<file path="src/design/dpb_pkg.sv">
// Shared types, constants and helpers for the depth pixel backprojection unit.
// No dependencies; every other file of the block imports this package.
package dpb_pkg;

  localparam int DEF_MAX_DIM = 4096;
  localparam int Q_BITS      = 24;
  localparam int QUEUE_DEPTH = 4;
  localparam int COUNT_W     = 25;
  localparam int CFG_IDX_W   = 3;
  localparam int CFG_DATA_W  = 24;

  localparam logic [CFG_IDX_W-1:0] REG_IMAGE_WIDTH  = 3'd0;
  localparam logic [CFG_IDX_W-1:0] REG_IMAGE_HEIGHT = 3'd1;
  localparam logic [CFG_IDX_W-1:0] REG_DECIM_STEP   = 3'd2;
  localparam logic [CFG_IDX_W-1:0] REG_CENTER_X     = 3'd3;
  localparam logic [CFG_IDX_W-1:0] REG_CENTER_Y     = 3'd4;
  localparam logic [CFG_IDX_W-1:0] REG_INV_FOCAL_X  = 3'd5;
  localparam logic [CFG_IDX_W-1:0] REG_INV_FOCAL_Y  = 3'd6;

  localparam logic [COUNT_W-1:0] COUNT_MAX = {COUNT_W{1'b1}};

  typedef struct packed {
    logic [12:0] image_width;
    logic [12:0] image_height;
    logic [4:0]  decimation_step;
    logic [11:0] center_x;
    logic [11:0] center_y;
    logic [23:0] inv_focal_x;
    logic [23:0] inv_focal_y;
  } cfg_t;

  // per-result data that travels from the front to the back untouched
  typedef struct packed {
    logic               has_point;
    logic               frame_end;
    logic [COUNT_W-1:0] point_count;
    logic [15:0]        depth_mm;
    logic [7:0]         red;
    logic [7:0]         green;
    logic [7:0]         blue;
  } qmeta_t;

  // width of a signed position minus center difference
  function automatic int diff_width(input int max_dim);
    int idx_w;
    idx_w = $clog2(max_dim);
    return ((idx_w > 12) ? idx_w : 12) + 1;
  endfunction

  function automatic logic [31:0] sat32(input logic signed [63:0] v);
    logic [31:0] r;
    if (v > 64'sd2147483647) begin
      r = 32'h7FFF_FFFF;
    end else if (v < -64'sd2147483648) begin
      r = 32'h8000_0000;
    end else begin
      r = v[31:0];
    end
    return r;
  endfunction

endpackage

</file>
<file path="src/design/dpb_queue.sv">
// Short FIFO between front and back end, register array with a fill count.
// Depends on dpb_pkg for the default depth.
module dpb_queue import dpb_pkg::*; #(
  parameter int WIDTH = 8,
  parameter int DEPTH = QUEUE_DEPTH,
  localparam int PTR_W = (DEPTH > 1) ? $clog2(DEPTH) : 1,
  localparam int CNT_W = $clog2(DEPTH + 1)
) (
  input  logic             clk,
  input  logic             rst,
  input  logic             push,
  input  logic [WIDTH-1:0] wr_data,
  input  logic             pop,
  output logic [WIDTH-1:0] rd_data,
  output logic             full,
  output logic             empty
);

  localparam logic [PTR_W-1:0] LAST_PTR = PTR_W'(DEPTH - 1);
  localparam logic [CNT_W-1:0] FULL_CNT = CNT_W'(DEPTH);

  logic [WIDTH-1:0] mem [DEPTH];
  logic [PTR_W-1:0] wr_ptr, rd_ptr;
  logic [CNT_W-1:0] count;

  assign full    = count == FULL_CNT;
  assign empty   = count == '0;
  assign rd_data = mem[rd_ptr];

  always_ff @(posedge clk) begin
    if (push) begin
      mem[wr_ptr] <= wr_data;
    end
  end

  always_ff @(posedge clk) begin
    if (rst) begin
      wr_ptr <= '0;
      rd_ptr <= '0;
      count  <= '0;
    end else begin
      if (push) begin
        wr_ptr <= (wr_ptr == LAST_PTR) ? '0 : wr_ptr + 1'b1;
      end
      if (pop) begin
        rd_ptr <= (rd_ptr == LAST_PTR) ? '0 : rd_ptr + 1'b1;
      end
      case ({push, pop})
        2'b10:   count <= count + 1'b1;
        2'b01:   count <= count - 1'b1;
        default: count <= count;
      endcase
    end
  end

  a_no_overflow: assert property (@(posedge clk) disable iff (rst) push |-> !full)
    else $error("queue push while full");
  a_no_underflow: assert property (@(posedge clk) disable iff (rst) pop |-> !empty)
    else $error("queue pop while empty");
  a_count_bound: assert property (@(posedge clk) disable iff (rst) count <= FULL_CNT)
    else $error("queue count out of range");
  a_count_up: assert property (@(posedge clk) disable iff (rst)
      (push && !pop) |=> count == $past(count) + 1'b1)
    else $error("queue count did not advance on push");

endmodule

</file>
<file path="config.mk">
export PLATFORM = sky130hd
export DESIGN_NAME = dpb_queue
export DESIGN_NICKNAME = d
export VERILOG_FILES = /design/src/design/dpb_pkg.sv /design/src/design/dpb_queue.sv
export SDC_FILE = /design/constraint.sdc
export NUM_CORES = 1
export LEC_CHECK = 0
export BUFFER_PORTS_ARGS = -buffer_cell sky130_fd_sc_hd__buf_2
export CAP_MARGIN = 20
export CORE_MARGIN = 3
export CORE_UTILIZATION = 55
export DETAILED_ROUTE_END_ITERATION = 8
export PLACE_DENSITY_LB_ADDON = 0.05
export REMOVE_ABC_BUFFERS = 1
export SLEW_MARGIN = 5
export SYNTH_ARGS = -nofsm -noshare
export SYNTH_HDL_FRONTEND = slang
export SYNTH_SLANG_ARGS = --single-unit
</file>
<file path="constraint.sdc">
create_clock -name clk -period 3.99 [get_ports clk]
set_input_delay 0.1995 -clock clk [delete_from_list [all_inputs] [get_ports clk]]
set_output_delay 0.1995 -clock clk [all_outputs]
set_load 0.005 [all_outputs]
</file>
=== Word level (Yosys, flattened, before mapping) ===
Memory sizes are Yosys's and may differ from the RTL's. A register that Yosys moved wholly into a read port is not among the register bits.
Index checks and enable logic that the tools add are counted.

* Memories: 1
* Bits of input ports: 12
* Bits in writable memories: 32
* Logic and storage cells: 22
* Flip-flop bits (word level): 7
* Output and inout port bits: 10

* Add/subtract/negate cells: 4
* Reduce and logical (&&, ||, !) cells: 2
* Mux-type cells: 7
* Equality and inequality tests: 5

{| class="wikitable"
|+ Memories
! memory !! depth !! bits a word !! read ports !! clocked after memory_dff !! write ports !! line !! text
|-
| mem || 4 || 8 || 1 || 1 || 1 || dpb_queue.sv:22 || <nowiki>logic [WIDTH-1:0] mem [DEPTH];</nowiki>
|}

{| class="wikitable"
|+ Operator list
! cell !! count
|-
| 2-to-1 mux 2 bit || 4
|-
| == test 2 bit, second input constant || 3
|-
| case mux 3 bit (2 select lines) || 1
|-
| adder 2 x 1 -> 2 bit, second input constant || 2
|-
| adder 3 x 1 -> 3 bit, second input constant || 1
|-
| == test 3 bit, second input constant || 1
|-
| zero test 3 bit || 1
|-
| subtractor 3 x 1 -> 3 bit, second input constant || 1
|-
| == test 2 x 1 -> 1 bit, second input constant || 1
|-
| 2-to-1 mux 1 bit || 2
|-
| nonzero test 2 bit || 1
|}

=== Depth between registers and ports, before layout ===
* Depth in word-level cells: 4
* Depth in mapped cells: 7
* Gate-level depth less buffers: 7

=== Least setup slack after synthesis ===
Ideal clock, no wire load.

* Kind: input to register
* From: input push
* To: register count[2]
* Setup time: 70 ps
* Arrival time: 1398 ps
* Cell stages on the path: 7
* Data required time: 3920 ps
* Path buffers: 0
* Path slack: 2522 ps
* Path through: inv_1 > ha_1 > inv_1 > fa_1 > xor2_1 > or3_1 > a21oi_1

* Cells in the longest elaborated chain, start to end: 2
* Elaborated cells between the ends (all ways): 4
* Classes of those cells: eq/ne: 2; mux: 1; reduce/logical: 1

{| class="wikitable"
|+ RTL lines
! element !! line !! text
|-
| start, declared || dpb_queue.sv:11 || <nowiki>input logic push,</nowiki>
|-
| == test 2 x 1 -> 1 bit / == test 2 bit (equally long branches) || dpb_queue.sv:48 || <nowiki>case ({push, pop})</nowiki>
|-
| case mux 3 bit (2 select lines) / nonzero test 2 bit (equally long branches) || -- ||
|-
| end signal, assigned || dpb_queue.sv:49 || <nowiki>2'b10: count <= count + 1'b1;</nowiki>
|-
| end signal, assigned || dpb_queue.sv:50 || <nowiki>2'b01: count <= count - 1'b1;</nowiki>
|-
| end signal, assigned || dpb_queue.sv:51 || <nowiki>default: count <= count;</nowiki>
|-
| end, declared || dpb_queue.sv:24 || <nowiki>logic [CNT_W-1:0] count;</nowiki>
|}

Several ways; a longest one is shown, not always the timed one.
A chain may end at the register's enable or synchronous reset.

==> results by group <==
Global route
  – First-pass GRT wire length: around 4000 um
  – Initial antenna violation count: 0
  – GRT Total Usage: 16.6%
  – Pin count of the biggest net entering global routing: 14
  – GRT overflow: 0
  – Vias in the first global route: between 800 and 900

Run status
  – Status: finished, final reports clean

Hold path
  – Hold crit path type: in2reg
  – Worst Hold Path Cells: 1
  – End of the worst hold path: mem[3][3]$_DFFE_PP_
  – Hold Crit Start: wr_data[3]

CTS
  – CTS tree: yes
  – Setup Buffers After CTS: 0
  – # hold bufs at CTS: 0
  – Clock-pin slew on the worst setup and hold paths: approximately 130 ps
  – Clock buffer count from CTS: 5
  – CTS Sinks: 41
  – Gates resized, CTS repair: 0
  – Clk_lat worst skew: 350 ps
  – H-tree level count: 2
  – Max Root-Sink Buffers: 2
  – Clock tree root buffer cell: clkbuf_4

Worst setup path
  – Worst Path Arrival: between 1500 and 2000 ps
  – Required @ worst endpoint: between 3000 and 4000 ps
  – Crit path capture type: output port
  – Reg2Reg Depth: 5
  – R2R Path End: count[2]$_SDFFE_PP0P_
  – Register-to-Register Setup Slack: 2410 ps
  – Startpoint Class: register
  – Worst-path fanout max: 8
  – Setup CP Type: reg2out
  – FF-to-FF Start: count[0]$_SDFFE_PP0P_

Drt
  – Starting DRT DRC Count: 24
  – Routed Antenna Nets: 0
  – Wirelength per Cell: between 15 and 20 um
  – Pre-Repair DR Iteration Count: 4
  – DRC violations left: 0
  – DR vias: 837
  – Vias per cell: about 5.7
  – Final wirelength: about 2500 um

Yosys
  – Mux cell area share after synthesis: between 10% and 20%
  – Yosys warnings: 0
  – Main combinational cell family by area after synthesis: multiplexers
  – Post-Synth XOR/XNOR Area: under 10%
  – Post-synthesis register bit count: around 40
  – Synth Area per Inst: between 15 and 20 sq um
  – Post-synthesis simple-gate area fraction: under 10%
  – Synth Area in Adders: approximately 5.9%
  – Sequential share of the synthesized area: around 70%
  – Cell area after synthesis: between 0.0015 and 0.002 sq mm
  – Synth area leader: edfxtp_1
  – Complex-gate fraction of the synthesized area: between 1.5 and 2%
  – Synth top area cells: edfxtp_1, dfxtp_1, mux4_2, ha_1, inv_1
  – Post-synthesis cell type count: 18
  – Post-Synthesis Cells: 90
  – Yosys top cell area share: 59.9%

STA
  – Slew HR: a little under two thirds
  – Setup violators final: 0
  – Setup tns final: 0 ps
  – RSZ-0062 raised after global routing: no
  – Highest clock rate: approximately 500 MHz
  – Final Max Slew Viols: 0
  – Hold Violations, Final: 0
  – Time the worst path needs with I/O delays and setup: 1940 ps
  – Clk_skew: between 10 and 15 ps
  – Worst-Margin Slew: between 500 and 600 ps
  – Final Cycle Share: between 40% and 50%

Finish
  – Final net count: 135
  – Layout cells sized above 1: between 30% and 40%
  – Filler cells: between 150 and 200
  – Area delta synth->final: 12.6%
  – Util after Layout: between 60% and 70%
  – Diodes inserted: 0

Power
  – Power Dens Cells: 464 mW/mm^2
  – Leakage: between 0.6 and 0.7 nW
  – VDD IR max: 363 uV

Floorplan
  – I/O pin cnt: 22
  – Initial Util: between 60% and 70%
  – Core area: ~0.0026 sq mm
  – Height of the die: approximately 60 um
  – Die Area: 0.00360 sq mm
  – # rows: 18
  – Die W: between 60 and 70 um

Placed design
  – DPL Wire Length: between 1500 and 2000 um
  – Gp weighted congestion: ~0.76
  – Port buffer count: 21

Job
  – Max Cap Viol: 0
-- kinds of logic (layout without fill, tap and decap cells) --
logic type / Yosys count / count (layout)
XOR/XNOR: 2 / 2
multiplexers: 10 / 10
flip-flops: 41 / 41
adder cells (fa/ha/maj): 7 / 7
AND/OR/NAND/NOR: 16 / 16
buffers and inverters: 9 / 36
AO/OA/AOI/OAI: 5 / 5
-- report_power, final --
| part | switching [W] | internal [W] |
|---|---|---|
| clock | 0.000128 | 0.000131 |
| combinational | 0.0000393 | 0.0000433 |
| sequential | 0.0000151 | 0.000482 |
| total | 0.000182 | 0.000657 |
-- layout make-up --
| type | count | area, sq um | area share (%) |
|---|---|---|---|
| clock buffer | 6 | 41.3 | 2.28 |
| clock inverter | 2 | 35.0 | 1.94 |
| tap | 30 | 37.5 | 2.08 |
| timing repair buffer | 21 | 105 | 5.81 |
| inverter | 7 | 26.3 | 1.45 |
| sequential | 41 | 1140 | 63.1 |
| multi-input combinational | 40 | 422 | 23.3 |
-- state kept, by name (all words and copies together), names as in the netlist, named ones only --
signal	flops
wr_ptr	2
rd_ptr	2
mem	32
count	3
-- cells in the final DEF, fill, tap and decap left out --
cell       count
a21oi_1        4
and2_1         4
and3_1         1
buf_2         21
bufinv_16      1
clkbuf_1       1
clkbuf_4       5
clkinv_2       1
dfxtp_1        9
edfxtp_1      32
fa_1           1
ha_1           6
inv_1          7
mux2i_1        2
mux4_2         8
nor2_1         7
nor3_1         1
nor3b_1        2
o21ai_0        1
or3_1          1
xor2_1         2
-- metal layers --
metal / track usage (%) / vias up / share of wire [%]
met5: 0 / - / 0
li1: - / 391 / -
met4: 5.70 / 0 / 0.92
met3: 6.48 / 2 / 7.5
met2: 27.6 / 28 / 51
met1: 19.5 / 416 / 41
-- worst max-delay path, cell delays in order (launching register included) --
cell	delay [ps]
dfxtp_1	680
mux4_2	580
buf_2	140
-- through the flow --
step / area, sq um / setup WS, ps / hold slack [ps] / power (W) / std cells
floorplan: 1590 / 2520 / 269 / 0.000553 / 88
global placement: 1730 / 2350 / 411 / 0.000586 / 139
detailed placement: 1730 / 2240 / 426 / 0.000591 / 139
CTS: 1810 / 2000 / 49.9 / 0.000846 / 147
global route: 1810 / 1900 / 49.2 / 0.000874 / 147
finish: 1810 / 2050 / 60.4 / 0.000839 / 147
-- worst max-delay path by stage --
stage	from	to	slack, ps	cells past startpoint
6_report	register	rd_data[7]	2050	2
5_1_grt	register	rd_data[0]	1900	2
4_1_cts	register	rd_data[0]	2000	2
3_5_place_dp	push	count[2]$_SDFFE_PP0P_	2240	8
3_3_place_gp	push	count[2]$_SDFFE_PP0P_	2350	8
2_1_floorplan	push	count[2]$_SDFFE_PP0P_	2520	7
-- cells in the mapped netlist --
cell / count
edfxtp_1: 32
dfxtp_1: 9
mux4_2: 8
inv_1: 7
nor2_1: 7
ha_1: 6
a21oi_1: 4
and2_1: 4
mux2i_1: 2
nor3b_1: 2
xor2_1: 2
and3_1: 1
buf_6: 1
clkbuf_2: 1
fa_1: 1
nor3_1: 1
o21ai_0: 1
or3_1: 1
Note: power is estimated with default switching activity, not from simulation.
